**config.mk**
```make
export PLATFORM = sky130hd
export DESIGN_NAME = shortest_queue_selector_top
export DESIGN_NICKNAME = d
export VERILOG_FILES = /design/src/rtl/sqs_pkg.sv /design/src/rtl/sqs_table.sv /design/src/rtl/shortest_queue_selector_top.sv
export SDC_FILE = /design/constraint.sdc
export NUM_CORES = 2
export LEC_CHECK = 0
export BUFFER_PORTS_ARGS = -buffer_cell sky130_fd_sc_hd__buf_2
export CAP_MARGIN = 20
export CORE_ASPECT_RATIO = 1.2
export CORE_MARGIN = 3
export CORE_UTILIZATION = 56
export DETAILED_ROUTE_END_ITERATION = 6
export HOLD_SLACK_MARGIN = 0.1
export PLACE_DENSITY = 0.72
export SLEW_MARGIN = 20
export SYNTH_ARGS = -nofsm -noshare
export SYNTH_HDL_FRONTEND = slang
export SYNTH_SLANG_ARGS = --single-unit
```
**constraint.sdc**
```tcl
create_clock -name clock -period 8.5 [get_ports clock]
set_clock_uncertainty 0.05 [all_clocks]
set_input_delay 1.7 -clock clock [delete_from_list [all_inputs] [get_ports clock]]
set_output_delay 1.7 -clock clock [all_outputs]
set_load 0.01 [all_outputs]
```
**src/rtl/sqs_pkg.sv**
```systemverilog
// Package for the shortest queue selector: payload structs, command and
// register codes, the sequencer state type and default sizes.
// No dependencies.
package sqs_pkg;

   // Default sizes handed to the top level parameters.
   localparam int MAX_LINES_DEF    = 128;
   localparam int LENGTH_WIDTH_DEF = 16;

   // Configuration port sizes.
   localparam int CSR_ADDR_W = 3;
   localparam int CSR_DATA_W = 32;

   // Register index of the active line count.
   localparam logic REG_ACTIVE_LINES = 1'b0;

   // Reset value of the active line count.
   localparam logic [7:0] ACTIVE_LINES_RST = 8'd128;

   // Item commands.
   typedef enum logic {
      CMD_LOAD   = 1'b0,
      CMD_ARRIVE = 1'b1
   } cmd_type;

   // Input item.
   typedef struct packed {
      cmd_type     cmd;
      logic [6:0]  line_index;
      logic [15:0] line_length;
   } req_type;

   // Result item.
   typedef struct packed {
      logic [6:0]  joined_line;
      logic [15:0] people_ahead;
      logic        saturated;
   } rsp_type;

   // Sequencer states for an arrival.
   typedef enum logic [1:0] {
      ST_IDLE,
      ST_SCAN,
      ST_TAIL,
      ST_FINISH
   } state_type;

   // Control from the sequencer to the length table.
   typedef struct packed {
      logic rd_en;
      logic rd_first;
      logic wr_en;
   } tbl_ctrl_type;

endpackage

```
**src/rtl/sqs_table.sv**
```systemverilog
// Length table of the shortest queue selector: one synchronous memory with
// a registered read port, and the running minimum over the scanned entries.
// Depends on sqs_pkg.
module sqs_table #(
   parameter int MAX_LINES    = sqs_pkg::MAX_LINES_DEF,
   parameter int LENGTH_WIDTH = sqs_pkg::LENGTH_WIDTH_DEF,
   parameter int IDX_W        = (MAX_LINES > 1) ? $clog2(MAX_LINES) : 1
) (
   input  logic                     clock,
   input  logic                     reset,
   input  sqs_pkg::tbl_ctrl_type    ctrl,
   input  logic [IDX_W-1:0]         rd_addr,
   input  logic [IDX_W-1:0]         wr_addr,
   input  logic [LENGTH_WIDTH-1:0]  wr_data,
   output logic [IDX_W-1:0]         best_idx,
   output logic [LENGTH_WIDTH-1:0]  best_len
);

   logic [LENGTH_WIDTH-1:0] mem [MAX_LINES];

   logic [LENGTH_WIDTH-1:0] rd_data_ff;
   logic [IDX_W-1:0]        rd_tag_ff;
   logic                    rd_first_ff;
   logic                    rd_vld_ff;
   logic [IDX_W-1:0]        best_idx_ff;
   logic [LENGTH_WIDTH-1:0] best_len_ff;
   logic                    take_new;

   // Memory write port and registered read port.
   always_ff @(posedge clock) begin
      if (ctrl.wr_en) begin
         mem[wr_addr] <= wr_data;
      end
      if (ctrl.rd_en) begin
         rd_data_ff <= mem[rd_addr];
      end
      rd_tag_ff   <= rd_addr;
      rd_first_ff <= ctrl.rd_first;
   end

   // Read data is valid in the cycle after the read is issued.
   always_ff @(posedge clock) begin
      if (reset) begin
         rd_vld_ff <= 1'b0;
      end else begin
         rd_vld_ff <= ctrl.rd_en;
      end
   end

   // The first entry of a scan seeds the minimum; a strictly smaller one
   // replaces it, so the lowest index wins a tie.
   assign take_new = rd_vld_ff && (rd_first_ff || (rd_data_ff < best_len_ff));

   always_ff @(posedge clock) begin
      if (take_new) begin
         best_idx_ff <= rd_tag_ff;
         best_len_ff <= rd_data_ff;
      end
   end

   assign best_idx = best_idx_ff;
   assign best_len = best_len_ff;

endmodule

```
**src/rtl/shortest_queue_selector_top.sv**
```systemverilog
// Top level of the shortest queue selector: configuration register,
// arrival sequencer, output register and the length table.
// Depends on sqs_pkg and sqs_table.
//
// Usage. Items enter on the req_ channel (valid and stall) and results
// leave on the rsp_ channel. A load item writes one line's starting length
// and gives no result. An arrival item scans the first N entries of the
// length table, where N is the effective active line count, one memory
// read per cycle, picks the shortest line (lowest index on a tie), reports
// its index and length before the join, and writes back the length plus
// one unless it is already at its maximum, in which case the saturated
// flag is set. An arrival is accepted in the idle state; the sequencer
// then scans through the single read port of the table memory, passes
// the tail and finish states, loads the result in the finish state and
// takes no new item until it is back in idle.
// The result sits in an output register; while the receiver stalls it, the
// block still takes load items and starts the next arrival, and holds that
// arrival's write back until the register is free. Reset sets active_lines
// to 128 and idles the sequencer; table entries hold no value until loaded.
module shortest_queue_selector_top #(
   parameter int MAX_LINES    = sqs_pkg::MAX_LINES_DEF,
   parameter int LENGTH_WIDTH = sqs_pkg::LENGTH_WIDTH_DEF
) (
   input  logic                             clock,
   input  logic                             reset,
   // Input channel
   input  logic                             req_valid,
   output logic                             req_stall,
   input  sqs_pkg::req_type                 req_data,
   // Result channel
   output logic                             rsp_valid,
   input  logic                             rsp_stall,
   output sqs_pkg::rsp_type                 rsp_data,
   // Configuration port
   input  logic                             csr_psel,
   input  logic                             csr_penable,
   input  logic                             csr_pwrite,
   input  logic [sqs_pkg::CSR_ADDR_W-1:0]   csr_paddr,
   input  logic [sqs_pkg::CSR_DATA_W-1:0]   csr_pwdata,
   output logic [sqs_pkg::CSR_DATA_W-1:0]   csr_prdata,
   output logic                             csr_pready
);

   localparam int IDX_W = (MAX_LINES > 1) ? $clog2(MAX_LINES) : 1;
   localparam int CNT_W = (IDX_W + 1 > 8) ? IDX_W + 1 : 8;

   sqs_pkg::state_type      state_ff, state_in;
   logic [7:0]              active_lines_ff;
   logic [IDX_W-1:0]        scan_addr_ff, scan_addr_in;
   logic [IDX_W-1:0]        last_ff, last_in;
   logic                    rsp_valid_ff, rsp_valid_in;
   sqs_pkg::rsp_type        rsp_ff, rsp_in;

   logic                    csr_wr;
   logic                    req_accept;
   logic                    is_arrive;
   logic [CNT_W-1:0]        act_ext;
   logic [CNT_W-1:0]        eff_lines;
   logic [CNT_W-1:0]        line_ext;
   logic                    load_ok;
   logic [31:0]             len_ext;
   logic [31:0]             best_ext;
   logic [CNT_W-1:0]        best_idx_ext;
   logic                    out_free;
   logic                    sat;

   sqs_pkg::tbl_ctrl_type   tbl_ctrl;
   logic [IDX_W-1:0]        tbl_rd_addr;
   logic [IDX_W-1:0]        tbl_wr_addr;
   logic [LENGTH_WIDTH-1:0] tbl_wr_data;
   logic [IDX_W-1:0]        best_idx;
   logic [LENGTH_WIDTH-1:0] best_len;

   // Configuration port: the register is written in the access phase.
   assign csr_pready = 1'b1;
   assign csr_wr     = csr_psel && csr_penable && csr_pwrite && csr_pready;

   always_ff @(posedge clock) begin
      if (reset) begin
         active_lines_ff <= sqs_pkg::ACTIVE_LINES_RST;
      end else if (csr_wr && (csr_paddr[2] == sqs_pkg::REG_ACTIVE_LINES)) begin
         active_lines_ff <= csr_pwdata[7:0];
      end
   end

   always_comb begin
      unique case (csr_paddr[2])
         sqs_pkg::REG_ACTIVE_LINES: csr_prdata = 32'(active_lines_ff);
         default:                   csr_prdata = '0;
      endcase
   end

   // Effective line count, clamped to one and to the table depth.
   always_comb begin
      act_ext = CNT_W'(active_lines_ff);
      if (act_ext == '0) begin
         eff_lines = CNT_W'(1);
      end else if (act_ext > CNT_W'(MAX_LINES)) begin
         eff_lines = CNT_W'(MAX_LINES);
      end else begin
         eff_lines = act_ext;
      end
   end

   // Input decode.
   assign req_stall  = (state_ff != sqs_pkg::ST_IDLE);
   assign req_accept = req_valid && !req_stall;
   assign is_arrive  = (req_data.cmd == sqs_pkg::CMD_ARRIVE);
   assign line_ext   = CNT_W'(req_data.line_index);
   assign load_ok    = (line_ext < CNT_W'(MAX_LINES));
   assign len_ext    = 32'(req_data.line_length);

   // Result fields from the final minimum.
   assign sat          = (best_len == '1);
   assign best_ext     = 32'(best_len);
   assign best_idx_ext = CNT_W'(best_idx);
   assign out_free     = !rsp_valid_ff || !rsp_stall;

   // Sequencer state register.
   always_ff @(posedge clock) begin
      if (reset) begin
         state_ff     <= sqs_pkg::ST_IDLE;
         rsp_valid_ff <= 1'b0;
      end else begin
         state_ff     <= state_in;
         rsp_valid_ff <= rsp_valid_in;
      end
   end

   always_ff @(posedge clock) begin
      scan_addr_ff <= scan_addr_in;
      last_ff      <= last_in;
      rsp_ff       <= rsp_in;
   end

   // Sequencer next state, table control and output register.
   always_comb begin
      state_in          = state_ff;
      scan_addr_in      = scan_addr_ff;
      last_in           = last_ff;
      rsp_in            = rsp_ff;
      rsp_valid_in      = rsp_valid_ff && rsp_stall;
      tbl_ctrl.rd_en    = 1'b0;
      tbl_ctrl.rd_first = 1'b0;
      tbl_ctrl.wr_en    = 1'b0;
      tbl_rd_addr       = scan_addr_ff;
      tbl_wr_addr       = line_ext[IDX_W-1:0];
      tbl_wr_data       = len_ext[LENGTH_WIDTH-1:0];
      unique case (state_ff)
         sqs_pkg::ST_IDLE: begin
            if (req_accept) begin
               if (is_arrive) begin
                  state_in     = sqs_pkg::ST_SCAN;
                  scan_addr_in = '0;
                  last_in      = IDX_W'(eff_lines - CNT_W'(1));
               end else begin
                  tbl_ctrl.wr_en = load_ok;
               end
            end
         end
         sqs_pkg::ST_SCAN: begin
            tbl_ctrl.rd_en    = 1'b1;
            tbl_ctrl.rd_first = (scan_addr_ff == '0);
            if (scan_addr_ff == last_ff) begin
               state_in = sqs_pkg::ST_TAIL;
            end else begin
               scan_addr_in = scan_addr_ff + IDX_W'(1);
            end
         end
         sqs_pkg::ST_TAIL: begin
            state_in = sqs_pkg::ST_FINISH;
         end
         sqs_pkg::ST_FINISH: begin
            if (out_free) begin
               state_in            = sqs_pkg::ST_IDLE;
               tbl_ctrl.wr_en      = !sat;
               tbl_wr_addr         = best_idx;
               tbl_wr_data         = best_len + LENGTH_WIDTH'(1);
               rsp_valid_in        = 1'b1;
               rsp_in.joined_line  = best_idx_ext[6:0];
               rsp_in.people_ahead = best_ext[15:0];
               rsp_in.saturated    = sat;
            end
         end
         default: begin
            state_in = sqs_pkg::ST_IDLE;
         end
      endcase
   end

   assign rsp_valid = rsp_valid_ff;
   assign rsp_data  = rsp_ff;

   sqs_table #(
      .MAX_LINES    (MAX_LINES),
      .LENGTH_WIDTH (LENGTH_WIDTH),
      .IDX_W        (IDX_W)
   ) u_table (
      .clock    (clock),
      .reset    (reset),
      .ctrl     (tbl_ctrl),
      .rd_addr  (tbl_rd_addr),
      .wr_addr  (tbl_wr_addr),
      .wr_data  (tbl_wr_data),
      .best_idx (best_idx),
      .best_len (best_len)
   );

   // No table write may land while a scan is reading the table.
   a_no_write_in_scan: assert property (@(posedge clock) disable iff (reset)
      (state_ff == sqs_pkg::ST_SCAN || state_ff == sqs_pkg::ST_TAIL) |-> !tbl_ctrl.wr_en)
      else $error("table write during a scan");

   // The chosen line lies among the scanned lines.
   a_best_in_range: assert property (@(posedge clock) disable iff (reset)
      (state_ff == sqs_pkg::ST_FINISH) |-> (best_idx <= last_ff))
      else $error("chosen line outside the active lines");

   // A new result is loaded only when the sequencer finishes an arrival.
   a_rsp_from_finish: assert property (@(posedge clock) disable iff (reset)
      $rose(rsp_valid_ff) |-> $past(state_ff == sqs_pkg::ST_FINISH))
      else $error("result without a finished arrival");

   // An accepted arrival starts a scan in the next cycle.
   a_arrive_scans: assert property (@(posedge clock) disable iff (reset)
      (req_accept && is_arrive) |=> (state_ff == sqs_pkg::ST_SCAN))
      else $error("accepted arrival did not start a scan");

endmodule

```
==> flow_summary.ini <==
[floorplanning]
start_util_pct = 56.5
fp.coreArea_um2 = 147000
fp.dieW_um = 358
pin_count = 125
dieArea_um2 = 153000
num_rows = 154
dieHeight_um = 428

[logic_synthesis]
synth-edff-count = 2125
ys_seq_area_share_pct = 77.2
async_reset_ff_share_pct = 0
yosys-top-cells-area = edfxtp_1 77%, mux4_2 16%, mux2i_1 1.1%
synth_area_um2 = 83100
synthAdderAreaFrac_pct = 0.361
synth_mux_area_share_pct = 17.0
synth-simple-area-share_pct = 2.04
syn_avg_cell_area_um2 = 22.6
ys_ff_latch = 2145
yosysTopAreaCell = edfxtp_1
synth_xor_area_share_pct = 0.274
synth_warnings = 0
synth_most_common_cell = edfxtp_1
synth_cells = 3671
synth.top_cell.area_share_pct = 76.8
ys.flop_type = edfxtp_1
synth_top_family_by_area = multiplexers
synth_cell_types = 62
synth-compound-area-share_pct = 1.53
ys_top_cells_by_count = 2125 x edfxtp_1, 586 x mux4_2, 159 x nor2_1, 103 x nand2_1, 88 x mux2i_1

[clock_tree]
clock_latency_ps = 840
cts_hold_buf = 0
cts_root_buffer = clkbuf_16
cts-htree-levels = 4
cts_resized = 0
clk_path_buf_depth = 3
cts_buffers = 189
cts.sinks = 2145
post_cts_buffers = 0
clk_pin_slew_worst_paths_ps = 70
cts_tree = built

[sta]
finalMaxSlewViolations = 0
fin_crit_sh_pct = 55.8
rsz0062_at_grt = no
max_clock_freq_ghz = 0.211
fin_crit_ps = 4740
setup_viol = 0
slew_headroom_pct = 26.2
tightestPinTransition_ps = 1110
holdWs_ps = 357
worst_slack_ps = 3760
hold_violations = 0

[pwr]
pwr-share-comb_pct = 29.1
swShare_pct = 30.6
leakagePower_nw = 29.0
power_frac_clock_pct = 28.4
p_total_w = 0.0289
powerDensity_nw_per_um2 = 312
intPower_w = 0.0201
max-vdd-ir-drop_v = 0.000456
switchingPower_w = 0.00883
pwr-share-seq_pct = 42.5

[route]
drt-initial-drc-count = 5351
routedWlPerCell_um = 32.1
route.detailed.drc = 0
vias_per_cell = 6.49
drt_first_pass_iters = 5
antenna_left = 0
drt_wl_total_mm = 194
vias = 39304

[critical_path]
slowest_stage = edfxtp_1
critical_path_arrival_ps = 5220
crit_required_ps = 8980
rr_startpoint = scan_addr_ff[1]$_SDFFCE_PN0P_
crit_chain = buf_4 -> inv_1 -> nor2_1 -> a22oi_1 -> a41oi_1 -> o21ai_0 -> a222oi_1 -> nor2_1
r2r_end = u_table.rd_data_ff[15]$_DFFE_PP_
worstRegToRegCells = 8
path_class = reg2reg
cpPeakStageDelay_ps = 960
crit_fanout = 45
cp_top_family = buffers and inverters
crit_path_frequent_cell = nor2_1
cp_num_buf_inv = 2
r2r_slack_ps = 3760
endpoint_kind = register
startpoint_type = register

[grt]
grt_pass1_wl_mm = 282
grt_usage_pct = 25.8
grt_pass1_vias = 38968
overflow = 0
grt_max_degree = 137
antenna_found_initial = 4

[placed_design]
post-place-ws_ps = 3260
gp_congestion = 0.898
portBuffers = 73
hpwl_mm = 113

[job]
max_cap_violations = 0

[cells_and_area]
drive_gt1_share_pct = 28.1
fin_nets = 4039
area_growth_pct = 11.4

[run_status]
status = finished clean

[min_path]
hold_path_depth = 0
hold_end = u_table.best_idx[5]$_DFFE_PP_
min_path_type = reg2reg
min_from = u_table.rd_tag_ff[5]$_DFF_P_
final cells by class:
cell class	instances	area, µm²
flip-flops and latches	2145	64200
fillers	9593	54600
multi-input cells	1315	17900
clock buffers	235	4970
well taps	1950	2440
repair buffers	271	2050
clock inverters	110	917
inverters	27	101
diodes	1	2.50
logic make-up (layout without fill, tap and decap cells):
| family | Yosys count | count (layout) |
|---|---|---|
| fa+ha+maj | 24 | 24 |
| xor+xnor | 26 | 26 |
| mux | 676 | 676 |
| simple gates | 377 | 377 |
| flops | 2145 | 2145 |
| other cells | 2 | 26 |
| buf+inv | 234 | 643 |
| compound gates | 187 | 187 |
routing by layer:
layer,routed length (µm),GRT usage [%],vias up
li1,-,-,15992
met1,73000,36.3,20738
met5,13,0,-
met2,94200,40.1,2211
met4,8150,9.94,2
met3,19000,5.65,361
cell usage in the layout, fill, tap and decap left out, types with 7 or more instances in the layout:
| cell type | instances |
|---|---|
| inv_1 | 25 |
| dfxtp_1 | 20 |
| or3_1 | 7 |
| clkinv_2 | 35 |
| a21oi_1 | 42 |
| clkinvlp_4 | 7 |
| nor2_1 | 157 |
| o21ai_4 | 15 |
| nor4_1 | 7 |
| clkbuf_1 | 41 |
| edfxtp_1 | 2125 |
| and2_1 | 10 |
| nand2_1 | 96 |
| nand3b_1 | 14 |
| conb_1 | 25 |
| buf_2 | 73 |
| clkbuf_16 | 191 |
| buf_12 | 12 |
| bufinv_16 | 12 |
| mux2i_1 | 88 |
| nor2b_1 | 17 |
| nor3_1 | 9 |
| nand3_1 | 23 |
| o21ai_0 | 23 |
| mux4_2 | 586 |
| xnor2_1 | 22 |
| ha_1 | 24 |
| a221oi_1 | 20 |
| inv_6 | 8 |
| buf_4 | 183 |
| a22oi_1 | 31 |
| clkinv_1 | 44 |
| nand4_1 | 8 |
| o221ai_1 | 15 |
flip-flops by register name, summed over array words and instances, names as in the netlist:
register	flops
u_table.rd_data_ff	16
u_table.mem	2048
u_table.best_idx	7
u_table.best_len	16
scan_addr_ff	7
state_ff	2
u_table.rd_vld_ff	1
rsp_data	24
act_ext	8
u_table.rd_tag_ff	7
last_ff	7
rsp_valid	1
u_table.rd_first_ff	1
worst max path at each step:
stage,from,slack [ps],cells after the start,end
3_5_place_dp,rsp_stall,3260,9,u_table.mem[70][5]$_DFFE_PP_
4_1_cts,scan_addr_ff[1]$_SDFFCE_PN0P_,3890,8,u_table.rd_data_ff[15]$_DFFE_PP_
6_report,scan_addr_ff[1]$_SDFFCE_PN0P_,3760,8,u_table.rd_data_ff[15]$_DFFE_PP_
3_3_place_gp,rsp_stall,3400,9,u_table.mem[97][11]$_DFFE_PP_
5_1_grt,scan_addr_ff[0]$_SDFFCE_PN0P_,3700,6,u_table.rd_data_ff[7]$_DFFE_PP_
2_1_floorplan,rsp_stall,-100,5,u_table.mem[0][12]$_DFFE_PP_
power groups by stage:
stage	combinational (W)	sequential, W	clock, W
floorplan	0.00550	0.0126	0
global placement	0.00830	0.0125	0
detailed placement	0.00837	0.0125	0
CTS	0.00839	0.0123	0.00832
global route	0.00874	0.0123	0.00874
finish	0.00840	0.0123	0.00821
stage by stage:
| step | cell area, µm² | std cells | TNS (ps) | util [%] |
|---|---|---|---|---|
| global placement | 86600 | 5705 | 0 | 58.8 |
| floorplan | 83200 | 3694 | -39070 | - |
| CTS | 92500 | 6051 | 0 | 62.9 |
| global route | 92600 | 6053 | 0 | 62.9 |
| finish | 92600 | 6054 | 0 | 62.9 |
| detailed placement | 86600 | 5706 | 0 | 58.9 |
Note: power is estimated with default switching activity, not from simulation.
